===== src/rtl/positional_insert_delete_list_unit_assert.svh =====
// ----------------------------------------------------------------------------
// positional_insert_delete_list_unit assertion macros
// Shared wrappers for the concurrent checks of the list unit. Each macro is
// used in a module that has i_clk and i_rst_n in scope.
// ----------------------------------------------------------------------------
`ifndef POSITIONAL_INSERT_DELETE_LIST_UNIT_ASSERT_SVH
`define POSITIONAL_INSERT_DELETE_LIST_UNIT_ASSERT_SVH

// Check that is switched off while reset is held.
`define PIDL_ASSERT(lbl, prop, msg) \
    lbl: assert property (@(posedge i_clk) disable iff (!i_rst_n) prop) else $error(msg);

// Check that also holds while reset is held.
`define PIDL_ASSERT_ALWAYS(lbl, prop, msg) \
    lbl: assert property (@(posedge i_clk) prop) else $error(msg);

`endif


===== src/rtl/pidl_pkg.sv =====
// ----------------------------------------------------------------------------
// pidl_pkg
// Types, sizes and codes shared by the positional insert/delete list unit.
// ----------------------------------------------------------------------------
package pidl_pkg;

    localparam int CAPACITY = 16;
    localparam int DATA_W   = 32;
    localparam int OP_W     = 3;
    localparam int POS_W    = 5;
    localparam int STAT_W   = 2;
    localparam int OUT_LEN_W = 5;

    // Count must hold CAPACITY itself; an index covers 0..CAPACITY-1.
    localparam int LEN_W = $clog2(CAPACITY + 1);
    localparam int IDX_W = (CAPACITY > 1) ? $clog2(CAPACITY) : 1;
    // Compare width: room for position and count + 1 without wrap.
    localparam int CMP_W = ((LEN_W > POS_W) ? LEN_W : POS_W) + 1;

    localparam logic [OP_W-1:0] OP_APPEND     = 3'd0;
    localparam logic [OP_W-1:0] OP_INSERT_AT  = 3'd1;
    localparam logic [OP_W-1:0] OP_REMOVE_END = 3'd2;
    localparam logic [OP_W-1:0] OP_REMOVE_AT  = 3'd3;
    localparam logic [OP_W-1:0] OP_READ_AT    = 3'd4;

    localparam logic [STAT_W-1:0] ST_OK    = 2'd0;
    localparam logic [STAT_W-1:0] ST_FULL  = 2'd1;
    localparam logic [STAT_W-1:0] ST_EMPTY = 2'd2;
    localparam logic [STAT_W-1:0] ST_RANGE = 2'd3;

    localparam logic [1:0] CELL_HOLD = 2'd0;
    localparam logic [1:0] CELL_INS  = 2'd1;
    localparam logic [1:0] CELL_DEL  = 2'd2;

    // Command broadcast to every cell of the chain.
    typedef struct packed {
        logic [1:0]        mode;
        logic [IDX_W-1:0]  index;
        logic [DATA_W-1:0] value;
    } t_cell_ctl;

    // Per-request response from the controller.
    typedef struct packed {
        logic [STAT_W-1:0]    status;
        logic [OUT_LEN_W-1:0] list_length;
        logic                 rd_en;
        logic [IDX_W-1:0]     rd_index;
    } t_rsp;

endpackage


===== src/rtl/positional_insert_delete_list_unit.sv =====
// ----------------------------------------------------------------------------
// positional_insert_delete_list_unit
// Bounded ordered list of signed 32-bit words with positional insert/remove.
// ----------------------------------------------------------------------------
// Usage: a request word (operation, 1-based position, item value) enters on
// i_valid and is taken at a clock edge where o_stall is low. Each request
// produces exactly one result word (status, list length after the request,
// read value) on o_valid, taken at an edge where i_stall is low.
// The result is registered at the edge that accepts the request. Throughput
// is one request per cycle while the receiver does not stall; the bound is
// the length counter in the controller, which every request reads and updates.
// The entries live in a chain of cells, one word each. On an insert every
// cell above the position takes its lower neighbor's word while the cell
// at the position loads the new value; on a positional remove every cell at
// or above the position takes its upper neighbor's word. All cells move in the
// same cycle, so no request takes longer than another.
// Reset clears the length and the output valid; the cell contents are not
// cleared, since only positions below the length are ever read.
// While the receiver stalls a pending result, o_stall is raised and the
// result word is held unchanged until it is taken.
// ----------------------------------------------------------------------------
module positional_insert_delete_list_unit
    import pidl_pkg::*;
(
    input  logic                     i_clk,
    input  logic                     i_rst_n,
    input  logic                     i_valid,
    output logic                     o_stall,
    input  logic [OP_W-1:0]          i_operation,
    input  logic [POS_W-1:0]         i_position,
    input  logic signed [DATA_W-1:0] i_item_value,
    output logic                     o_valid,
    input  logic                     i_stall,
    output logic [STAT_W-1:0]        o_status,
    output logic [OUT_LEN_W-1:0]     o_list_length,
    output logic signed [DATA_W-1:0] o_read_value
);

`include "positional_insert_delete_list_unit_assert.svh"

    logic                 w_accept;
    t_cell_ctl            w_cell_ctl;
    t_rsp                 w_rsp;
    logic [LEN_W-1:0]     w_count;
    logic [DATA_W-1:0]    w_cell_data [CAPACITY];
    logic [DATA_W-1:0]    w_read_word;

    logic                 r_out_valid;
    logic [STAT_W-1:0]    r_status;
    logic [OUT_LEN_W-1:0] r_list_length;
    logic [DATA_W-1:0]    r_read_value;

    // A new request may enter whenever the output register is empty or is
    // being emptied in this same cycle.
    assign o_stall  = r_out_valid && i_stall;
    assign w_accept = i_valid && !o_stall;

    pidl_ctrl u_ctrl (
        .i_clk        (i_clk),
        .i_rst_n      (i_rst_n),
        .i_accept     (w_accept),
        .i_operation  (i_operation),
        .i_position   (i_position),
        .i_item_value (i_item_value),
        .o_cell_ctl   (w_cell_ctl),
        .o_rsp        (w_rsp),
        .o_count      (w_count)
    );

    // The chain: each cell sees its lower and upper neighbor. The bottom
    // cell never shifts up from below, and the top cell's upper input is
    // its own word, since a remove leaves that slot outside the list.
    for (genvar g = 0; g < CAPACITY; g++) begin : g_cell
        logic [DATA_W-1:0] w_left;
        logic [DATA_W-1:0] w_right;

        if (g == 0) begin : g_first
            assign w_left = '0;
        end else begin : g_mid
            assign w_left = w_cell_data[g-1];
        end

        if (g == CAPACITY - 1) begin : g_last
            assign w_right = w_cell_data[g];
        end else begin : g_inner
            assign w_right = w_cell_data[g+1];
        end

        pidl_cell u_cell (
            .i_clk   (i_clk),
            .i_index (IDX_W'(g)),
            .i_ctl   (w_cell_ctl),
            .i_left  (w_left),
            .i_right (w_right),
            .o_data  (w_cell_data[g])
        );
    end

    // A read picks the addressed cell; every other result reads as zero.
    assign w_read_word = w_rsp.rd_en ? w_cell_data[w_rsp.rd_index] : '0;

    always_ff @(posedge i_clk) begin
        if (!i_rst_n) begin
            r_out_valid <= 1'b0;
        end else if (w_accept) begin
            r_out_valid <= 1'b1;
        end else if (!i_stall) begin
            r_out_valid <= 1'b0;
        end
    end

    always_ff @(posedge i_clk) begin
        if (w_accept) begin
            r_status      <= w_rsp.status;
            r_list_length <= w_rsp.list_length;
            r_read_value  <= w_read_word;
        end
    end

    assign o_valid       = r_out_valid;
    assign o_status      = r_status;
    assign o_list_length = r_list_length;
    assign o_read_value  = r_read_value;

    `PIDL_ASSERT(a_count_bound, w_count <= LEN_W'(CAPACITY), "list length beyond capacity")
    `PIDL_ASSERT(a_len_tracks, o_valid |-> (o_list_length == OUT_LEN_W'(w_count)), "result length differs from count")
    `PIDL_ASSERT(a_err_zero, (o_valid && (o_status != ST_OK)) |-> (o_read_value == '0), "error result carries data")
    `PIDL_ASSERT(a_accept_valid, w_accept |=> o_valid, "accepted request gave no result")

endmodule


===== src/rtl/pidl_cell.sv =====
// ----------------------------------------------------------------------------
// pidl_cell
// One list slot. Holds, loads the broadcast value, or takes a neighbor's word.
// ----------------------------------------------------------------------------
module pidl_cell
    import pidl_pkg::*;
(
    input  logic              i_clk,
    input  logic [IDX_W-1:0]  i_index,
    input  t_cell_ctl         i_ctl,
    input  logic [DATA_W-1:0] i_left,
    input  logic [DATA_W-1:0] i_right,
    output logic [DATA_W-1:0] o_data
);

    logic [DATA_W-1:0] r_data;
    logic [DATA_W-1:0] n_data;

    always_comb begin
        n_data = r_data;
        unique case (i_ctl.mode)
            CELL_INS: begin
                if (i_index == i_ctl.index) begin
                    n_data = i_ctl.value;
                end else if (i_index > i_ctl.index) begin
                    n_data = i_left;
                end
            end
            CELL_DEL: begin
                if (i_index >= i_ctl.index) begin
                    n_data = i_right;
                end
            end
            default: begin
                n_data = r_data;
            end
        endcase
    end

    always_ff @(posedge i_clk) begin
        r_data <= n_data;
    end

    assign o_data = r_data;

endmodule


===== src/rtl/pidl_ctrl.sv =====
// ----------------------------------------------------------------------------
// pidl_ctrl
// Request decoder and length counter: checks limits, sets the cell command.
// ----------------------------------------------------------------------------
module pidl_ctrl
    import pidl_pkg::*;
(
    input  logic              i_clk,
    input  logic              i_rst_n,
    input  logic              i_accept,
    input  logic [OP_W-1:0]   i_operation,
    input  logic [POS_W-1:0]  i_position,
    input  logic [DATA_W-1:0] i_item_value,
    output t_cell_ctl         o_cell_ctl,
    output t_rsp              o_rsp,
    output logic [LEN_W-1:0]  o_count
);

    logic [LEN_W-1:0] r_count;
    logic [LEN_W-1:0] n_count;

    logic             w_full;
    logic             w_empty;
    logic [CMP_W-1:0] w_pos;
    logic [CMP_W-1:0] w_cnt;
    logic [CMP_W-1:0] w_pos_m1;
    logic             w_ins_ok;
    logic             w_at_ok;
    logic [IDX_W-1:0] w_pos_idx;
    logic [IDX_W-1:0] w_end_idx;

    assign w_full    = (r_count == LEN_W'(CAPACITY));
    assign w_empty   = (r_count == '0);
    assign w_pos     = CMP_W'(i_position);
    assign w_cnt     = CMP_W'(r_count);
    assign w_pos_m1  = w_pos - CMP_W'(1);
    assign w_ins_ok  = (w_pos != '0) && (w_pos <= w_cnt + CMP_W'(1));
    assign w_at_ok   = (w_pos != '0) && (w_pos <= w_cnt);
    assign w_pos_idx = w_pos_m1[IDX_W-1:0];
    assign w_end_idx = IDX_W'(r_count);

    always_comb begin
        n_count          = r_count;
        o_cell_ctl.mode  = CELL_HOLD;
        o_cell_ctl.index = w_pos_idx;
        o_cell_ctl.value = i_item_value;
        o_rsp.status     = ST_OK;
        o_rsp.rd_en      = 1'b0;
        o_rsp.rd_index   = w_pos_idx;

        unique case (i_operation)
            OP_APPEND: begin
                if (w_full) begin
                    o_rsp.status = ST_FULL;
                end else begin
                    // An append is an insert just past the last entry.
                    o_cell_ctl.mode  = CELL_INS;
                    o_cell_ctl.index = w_end_idx;
                    n_count          = r_count + LEN_W'(1);
                end
            end
            OP_INSERT_AT: begin
                if (w_full) begin
                    o_rsp.status = ST_FULL;
                end else if (!w_ins_ok) begin
                    o_rsp.status = ST_RANGE;
                end else begin
                    o_cell_ctl.mode = CELL_INS;
                    n_count         = r_count + LEN_W'(1);
                end
            end
            OP_REMOVE_END: begin
                if (w_empty) begin
                    o_rsp.status = ST_EMPTY;
                end else begin
                    n_count = r_count - LEN_W'(1);
                end
            end
            OP_REMOVE_AT: begin
                if (w_empty) begin
                    o_rsp.status = ST_EMPTY;
                end else if (!w_at_ok) begin
                    o_rsp.status = ST_RANGE;
                end else begin
                    o_cell_ctl.mode = CELL_DEL;
                    n_count         = r_count - LEN_W'(1);
                end
            end
            OP_READ_AT: begin
                if (w_empty) begin
                    o_rsp.status = ST_EMPTY;
                end else if (!w_at_ok) begin
                    o_rsp.status = ST_RANGE;
                end else begin
                    o_rsp.rd_en = 1'b1;
                end
            end
            default: begin
                o_rsp.status = ST_OK;
            end
        endcase

        if (!i_accept) begin
            o_cell_ctl.mode = CELL_HOLD;
            n_count         = r_count;
        end
        o_rsp.list_length = OUT_LEN_W'(n_count);
    end

    always_ff @(posedge i_clk) begin
        if (!i_rst_n) begin
            r_count <= '0;
        end else begin
            r_count <= n_count;
        end
    end

    assign o_count = r_count;

endmodule


===== config.mk =====
export PLATFORM = sky130hd
export DESIGN_NAME = positional_insert_delete_list_unit
export DESIGN_NICKNAME = d
export VERILOG_FILES = /design/src/rtl/pidl_pkg.sv /design/src/rtl/positional_insert_delete_list_unit.sv /design/src/rtl/pidl_cell.sv /design/src/rtl/pidl_ctrl.sv
export VERILOG_INCLUDE_DIRS = /design/src /design/src/rtl
export SDC_FILE = /design/constraint.sdc
export NUM_CORES = 1
export LEC_CHECK = 0
export ABC_AREA = 1
export BUFFER_PORTS_ARGS = -buffer_cell sky130_fd_sc_hd__clkbuf_2
export CAP_MARGIN = 15
export CORE_MARGIN = 2
export CORE_UTILIZATION = 40
export DETAILED_ROUTE_END_ITERATION = 8
export PLACE_DENSITY = 0.62
export SYNTH_ARGS = -nofsm -noshare
export SYNTH_HDL_FRONTEND = slang
export SYNTH_SLANG_ARGS = --single-unit

===== constraint.sdc =====
create_clock -name i_clk -period 8.3 [get_ports i_clk]
set_input_delay 0.415 -clock i_clk [delete_from_list [all_inputs] [get_ports i_clk]]
set_output_delay 0.415 -clock i_clk [all_outputs]
set_load 0.03 [all_outputs]

==> results.toml, run 1 <==
[outcome]
status = "finished, final reports clean"

[place]
place_inst = 5240
gp_congestion = 0.859
place.port_buffers = 84
place_ws_ps = 2630
post-dp-hpwl_microns = 72000

[worst_setup_path]
crit_path_end_kind = "flip-flop"
max_stage_delay_ps = 790
worstSetupPathType = "reg -> reg"
cp.required_ps = 8540
critPathArrivalTime_ps = 5830
crit_path_cell_trace = "inv_1, ha_1, inv_1, ha_1, nand2_1, nand2_1, nand2_1, nand2_1, nand2_1, nand2_1, nand2_1, nand3_1, nand2_1, inv_1, nor2_1, inv_1, ha_2, buf_4, nor2_1, inv_1, nand2_1, nand2_1, a31oi_4, buf_4"
cp-start-kind = "flip-flop"
critPathSlowestCell = "a31oi_4"
crit_path_max_fanout = 34
crit_path_frequent_cell = "nand2_1"

[synth]
synth_adder_area_share_pct = 0.597
yosys.area_share.xor_xnor_pct = 0.179
synth_cells = 4355
avgSynthCellArea_sq_um = 7.71
synth_top_family_by_area = "simple AND/OR/NAND/NOR gates"
synth_area_sq_mm = 0.0336
synthSimpleGateAreaFrac_pct = 23.1
synthMuxAreaShare_pct = 0
yosysWarningCount = 0
ys_seq_elements = 557
ys.flop_type = "edfxtp_1"
synth_edf_count = 551
synth_compound_area_share_pct = 15.9
synthArstFlopShare_pct = 0
synth.distinct_cells = 33
syn_nets = 4415
yosysSeqAreaShare_pct = 49.7

[layout]
stdcell_count = 5352
final_common_cell = "nand2_1"
layout.nets = 4288
layout_common_cells = "1092 x nand2_1, 664 x nand3_1, 552 x inv_1"
fillCellCount = 8244
n_antenna_cell = 0
final_util_pct = 44.1
drive_above_1_share_pct = 7.00
synthToLayoutAreaGrowth_pct = 9.53

[floorplanning]
ios = 85
rows = 106
dieWidth_microns = 294
core_area_sq_mm = 0.0834
dieArea_sq_mm = 0.0862
die_h_microns = 294
start_util_pct = 40.2

[cts]
clockBufferDepth = 3
htree_levels = 3
post_cts_buffers = 0
cts_sinks = 557
cts_hold_buf = 0
cts_root_buf = "clkbuf_16"
insertion_delay_ps = 630
cts-resized-gates = 0
numCtsBuffers = 66
cts.clk_slew.worst_paths_ps = 60
tritoncts = "yes"

[pwr]
vdd_ir_drop_max_mv = 0.131
power.density_mw_per_mm2 = 193
total_leakage_power_uw = 0.0159

[routing]
first_pass_iters = 6
drcViolationCount = 0
wl_per_cell_microns = 23.0
vias_per_cell = 5.75
drt_iter0_drc = 4159
drt_wl_total_microns = 123000
num_vias = 30700
antenna_left = 0

[timing]
timing.fmax_mhz = 179
period_share_pct = 67.3
layout_setup_ws_ps = 2720
rsz0062_at_grt = "false"
drv_slew = 0
final.setup_skew_ps = 27.0
setup_viol = 0
worstMarginPinSlew_ps = 1210
hold_violations = 0
slew_headroom_pct = 19.1
fin_setup_tns_ps = 0
min_period_ps = 5580

[worst_hold_path]
min_path_type = "in -> reg"

[global_route]
grt_max_degree = 200
grt_pass1_vias = 28300
antenna_found_initial = 0
groute.usage.overall_pct = 27.9
overflow = 0
grt_first_pass_wirelength_microns = 181000

[job]
drv_cap = 0
-- metrics by stage --
step                hold slack (ps)  cell area [sq um]  power (uW)
floorplan                       503              33600        3930
global placement                475              34700        4280
detailed placement              482              34700        4300
CTS                            43.1              36800        7090
global route                   82.2              36800        7310
finish                         60.6              36800        7100
-- layer usage --
layer	wire length, microns	part of all wire, %	track usage [%]	up-vias
met5	0	0	0	-
met3	14100	11	5.34	270
met2	54100	44	43.0	1728
met1	50300	41	39.0	14400
li1	-	-	-	14300
met4	4510	3.7	10.1	0
-- path summary, 6_finish.rpt --
check,from,endpoint,slack [ps],cells after the start
hold reg to reg,o_valid$_SDFFE_PN0P_,o_valid$_SDFFE_PN0P_,480,2
setup reg to reg,u_ctrl.o_count[0]$_SDFF_PN0_,g_cell[5].u_cell.o_data[23]$_DFFE_PP_,2720,24
hold / removal,i_rst_n,u_ctrl.o_count[3]$_SDFF_PN0_,60,3
setup / recovery,u_ctrl.o_count[0]$_SDFF_PN0_,g_cell[5].u_cell.o_data[23]$_DFFE_PP_,2720,24
-- cell families (layout without fill, tap and decap cells) --
group	count (synthesis)	in the layout
adder cells (fa/ha/maj)	16	16
buffers and inverters	915	832
AND/OR/NAND/NOR	1808	1808
AO/OA/AOI/OAI	1053	1053
XOR/XNOR	6	6
flip-flops	557	557
-- power by group --
group	switching (uW)	internal (uW)	leakage (uW)	total [uW]
Sequential	26.8	3190	0.00504	3220
Combinational	780	271	0.00986	1050
Clock	1240	1590	0.000984	2830
Total	2050	5050	0.0159	7100
-- area by class of cell --
type                            instances  area [sq um]  share of cell area (%)
Sequential cell                       557         16700                    45.3
Multi-Input combinational cell       2883         13600                    37.0
Tap cell                             1080          1350                    3.68
Timing Repair Buffer                  146           970                    2.64
Inverter                              574          2170                    5.92
Clock inverter                         28           218                   0.592
Clock buffer                           84          1790                    4.88
-- sequential cells by signal, indices dropped and copies added, names as in the netlist --
name                  flops
g_cell.u_cell.o_data    512
o_list_length             5
o_read_value             32
o_status                  2
o_valid                   1
u_ctrl.o_count            5
-- synth_stat cells, types with 2 or more instances --
cell type	instances	share of area, %
nand2_2	5	0.093
nor2_1	21	0.23
ha_1	16	0.60
xor2_1	5	0.13
o21ai_0	410	6.1
nand2_1	1093	12
nor2_2	7	0.13
nor2_4	7	0.23
clkbuf_1	233	2.6
edfxtp_1	551	49
nand3_1	664	9.9
dfxtp_1	6	0.36
buf_2	74	1.1
a21oi_1	299	4.5
nor3_1	2	0.030
nand3b_1	2	0.045
o21ai_2	2	0.052
nand4_1	2	0.037
a31oi_1	3	0.056
inv_2	19	0.21
buf_1	33	0.37
nand2_4	4	0.13
o21ai_1	302	4.5
inv_1	554	6.2
o22ai_1	33	0.62
-- critical path, delay by kind of cell, from the launching register on --
| family | cells | cell delay [ps] |
|---|---|---|
| compound gates | 1 | 790 |
| fa+ha+maj | 3 | 790 |
| buf+inv | 7 | 1570 |
| flops | 1 | 440 |
| simple gates | 13 | 1570 |
Power figures use the tool's default switching activity.
==> run 2, diff against run 1 <==
--- a/config.mk
+++ b/config.mk
@@ -6,13 +6,13 @@
 export SDC_FILE = /design/constraint.sdc
 export NUM_CORES = 1
 export LEC_CHECK = 0
-export ABC_AREA = 1
+export ABC_AREA = 0
 export BUFFER_PORTS_ARGS = -buffer_cell sky130_fd_sc_hd__clkbuf_2
 export CAP_MARGIN = 15
 export CORE_MARGIN = 2
 export CORE_UTILIZATION = 40
 export DETAILED_ROUTE_END_ITERATION = 8
-export PLACE_DENSITY = 0.62
+export PLACE_DENSITY = 0.64
 export SYNTH_ARGS = -nofsm -noshare
 export SYNTH_HDL_FRONTEND = slang
 export SYNTH_SLANG_ARGS = --single-unit
==> constraint.sdc (replaced) <==
create_clock -name i_clk -period 4.95 [get_ports i_clk]
set_input_delay 0.2475 -clock i_clk [delete_from_list [all_inputs] [get_ports i_clk]]
set_output_delay 0.2475 -clock i_clk [all_outputs]
set_load 0.03 [all_outputs]
==> run 2 against run 1 <==
Effect of this change: critical path type unchanged; power grew 59%; critical path depth shrank 8; register-to-register slack lost 2500 ps; clock skew shrank 3.6 ps; worst setup slack lost 2500 ps; combinational power grew 19%; design area shrank 2.6%.
==> results.toml, run 2 <==
[synth]
ys.flop_type = "edfxtp_1"
synth_area_sq_mm = 0.0321
synth_adder_area_share_pct = 0.624
yosysSeqAreaShare_pct = 52.0
avgSynthCellArea_sq_um = 12.0
synthMuxAreaShare_pct = 26.4
ys_seq_elements = 557
synthSimpleGateAreaFrac_pct = 8.23
syn_nets = 2725
synth_top_cell_by_area = "edfxtp_1"
synthTopCellsByArea = "edfxtp_1 52%, mux2i_1 14%, mux4_2 11%"
synth_common_cells = "551 x edfxtp_1, 504 x nand2_1, 449 x mux2i_1"
netlist.area_leader.share_pct = 51.6
synth_edf_count = 551
yosys.area_share.xor_xnor_pct = 0.219
synth.distinct_cells = 53
yosysWarningCount = 0
synth_cells = 2665
yosysMostFrequentCell = "edfxtp_1"
synth_top_family_by_area = "multiplexers"
synth_compound_area_share_pct = 8.89
synthArstFlopShare_pct = 0

[timing]
final.setup_skew_ps = 23.4
layout_setup_ws_ps = 207
worstMarginPinSlew_ps = 972
drv_slew = 0
rsz0062_at_grt = "false"
setup_viol = 0
min_period_ps = 4740
timing.fmax_mhz = 211
period_share_pct = 95.8
hold_violations = 0
slew_headroom_pct = 35.2
whs_ps = 65.4

[routing]
num_vias = 22600
first_pass_iters = 8
drt_wl_total_microns = 94800
wl_per_cell_microns = 25.2
vias_per_cell = 6.01
drcViolationCount = 0
drt_iter0_drc = 2740
antenna_left = 0

[cts]
clockBufferDepth = 3
insertion_delay_ps = 620
post_cts_buffers = 0
numCtsBuffers = 66
cts_sinks = 557
cts_hold_buf = 3
cts_root_buf = "clkbuf_16"
cts-resized-gates = 0
htree_levels = 3
tritoncts = "yes"
cts.clk_slew.worst_paths_ps = 60

[worst_setup_path]
cp.required_ps = 5230
critPathArrivalTime_ps = 5020
reg2reg_slack_ps = 210
cp-start-kind = "flip-flop"
crit_path_max_fanout = 19
crit_path_end_kind = "flip-flop"
worstSetupPathType = "reg -> reg"

[pwr]
total_leakage_power_uw = 0.0136
p_sw_share_pct = 24.9
clkPwrFrac_pct = 41.7
switching_power_uw = 2810
pwr-share-seq_pct = 47.3
power.internal_uw = 8470
vdd_ir_drop_max_mv = 0.213
combPwrFrac_pct = 11.0
power.density_mw_per_mm2 = 315

[place]
gp_congestion = 0.878
place.port_buffers = 84
place_ws_ps = 294
post-dp-hpwl_microns = 55500

[layout]
layout.nets = 2720
synthToLayoutAreaGrowth_pct = 11.7
layout_common_cells = "551 x edfxtp_1, 497 x nand2_1, 449 x mux2i_1"
drive_above_1_share_pct = 18.0
final_common_cell = "edfxtp_1"
fillCellCount = 7191
largest_reg_flops = 512

[floorplanning]
dieArea_sq_mm = 0.0824
start_util_pct = 40.5
core_area_sq_mm = 0.0791
rows = 103
dieWidth_microns = 287
ios = 85
die_h_microns = 287

[global_route]
groute.usage.overall_pct = 22.9
grt_first_pass_wirelength_microns = 143000
overflow = 0
grt_max_degree = 256
antenna_found_initial = 2
grt_pass1_vias = 22100

[job]
drv_cap = 0

[worst_hold_path]
min_path_type = "in -> reg"

[outcome]
status = "finished, final reports clean"
==> run 2: cell types whose count changed after synthesis, sizes merged, moves of 227 or more <==
| cell | change |
|---|---|
| o21ai | -227 |
| mux2i | +450 |
| nand3 | -619 |
| inv | -556 |
| nand2 | -591 |
| a21oi | -287 |
==> run 2: critical path, stage by stage (launching register included) <==
cell	delay, ps
dfxtp_1	500
ha_1	250
nand3_1	100
xnor2_1	280
ha_1	320
nand3_1	110
o21bai_1	130
a31oi_1	140
o31ai_1	450
and2_1	270
inv_1	90
ha_4	160
nor2_1	150
a211oi_1	90
and2_1	190
nor2_4	710
buf_4	460
==> run 2: power groups by stage <==
| stage | Clock (uW) | Combinational, uW | Sequential [uW] |
|---|---|---|---|
| 2_1_floorplan | 0 | 795 | 5450 |
| 3_3_place_gp | 0 | 1220 | 5430 |
| 3_5_place_dp | 0 | 1240 | 5430 |
| 4_1_cts | 4790 | 1240 | 5330 |
| 5_1_grt | 4960 | 1310 | 5340 |
| 6_report | 4700 | 1250 | 5340 |
==> run 2: routing by layer <==
metal	vias up	GRT usage, %	wire [microns]
met5	-	0	8
met4	2	6.37	2340
met3	143	3.66	7470
met2	994	36.4	44700
met1	11400	32.5	40300
li1	10000	-	-
==> run 2: cell type report <==
class	count	area, sq um	share of cell area (%)
Sequential cell	557	16700	46.5
Multi-Input combinational cell	1847	14500	40.4
Clock buffer	85	1730	4.84
Tap cell	1050	1310	3.67
Timing Repair Buffer	168	1270	3.56
Clock inverter	29	279	0.779
Inverter	20	75.1	0.210
Antenna cell	1	2.50	0.00699
==> run 2: path summary, 6_finish.rpt <==
kind / startpoint / end / cells after the start
max: u_ctrl.o_count[1]$_SDFF_PN0_ / g_cell[11].u_cell.o_data[20]$_DFFE_PP_ / 16
min: i_operation[1] / o_status[0]$_DFFE_PP_ / 2
max reg2reg: u_ctrl.o_count[1]$_SDFF_PN0_ / g_cell[11].u_cell.o_data[20]$_DFFE_PP_ / 16
min reg2reg: g_cell[15].u_cell.o_data[11]$_DFFE_PN_ / g_cell[14].u_cell.o_data[11]$_DFFE_PP_ / 2
==> run 2: stage by stage <==
step                instance area, sq um  TNS [ps]  instances  utilization [%]  power, uW
global route                       35800         0       3757             45.3      11600
CTS                                35800         0       3756             45.3      11400
detailed placement                 33800         0       3639             42.7       6670
finish                             35800         0       3757             45.3      11300
global placement                   33800         0       3638             42.7       6650
floorplan                          32100    -77920       2665                -       6240
==> run 2: cells by family after synthesis <==
group           count (synthesis)
simple gates                  641
mux                           642
fa+ha+maj                      16
buf+inv                       261
flops                         557
compound gates                540
xor+xnor                        8
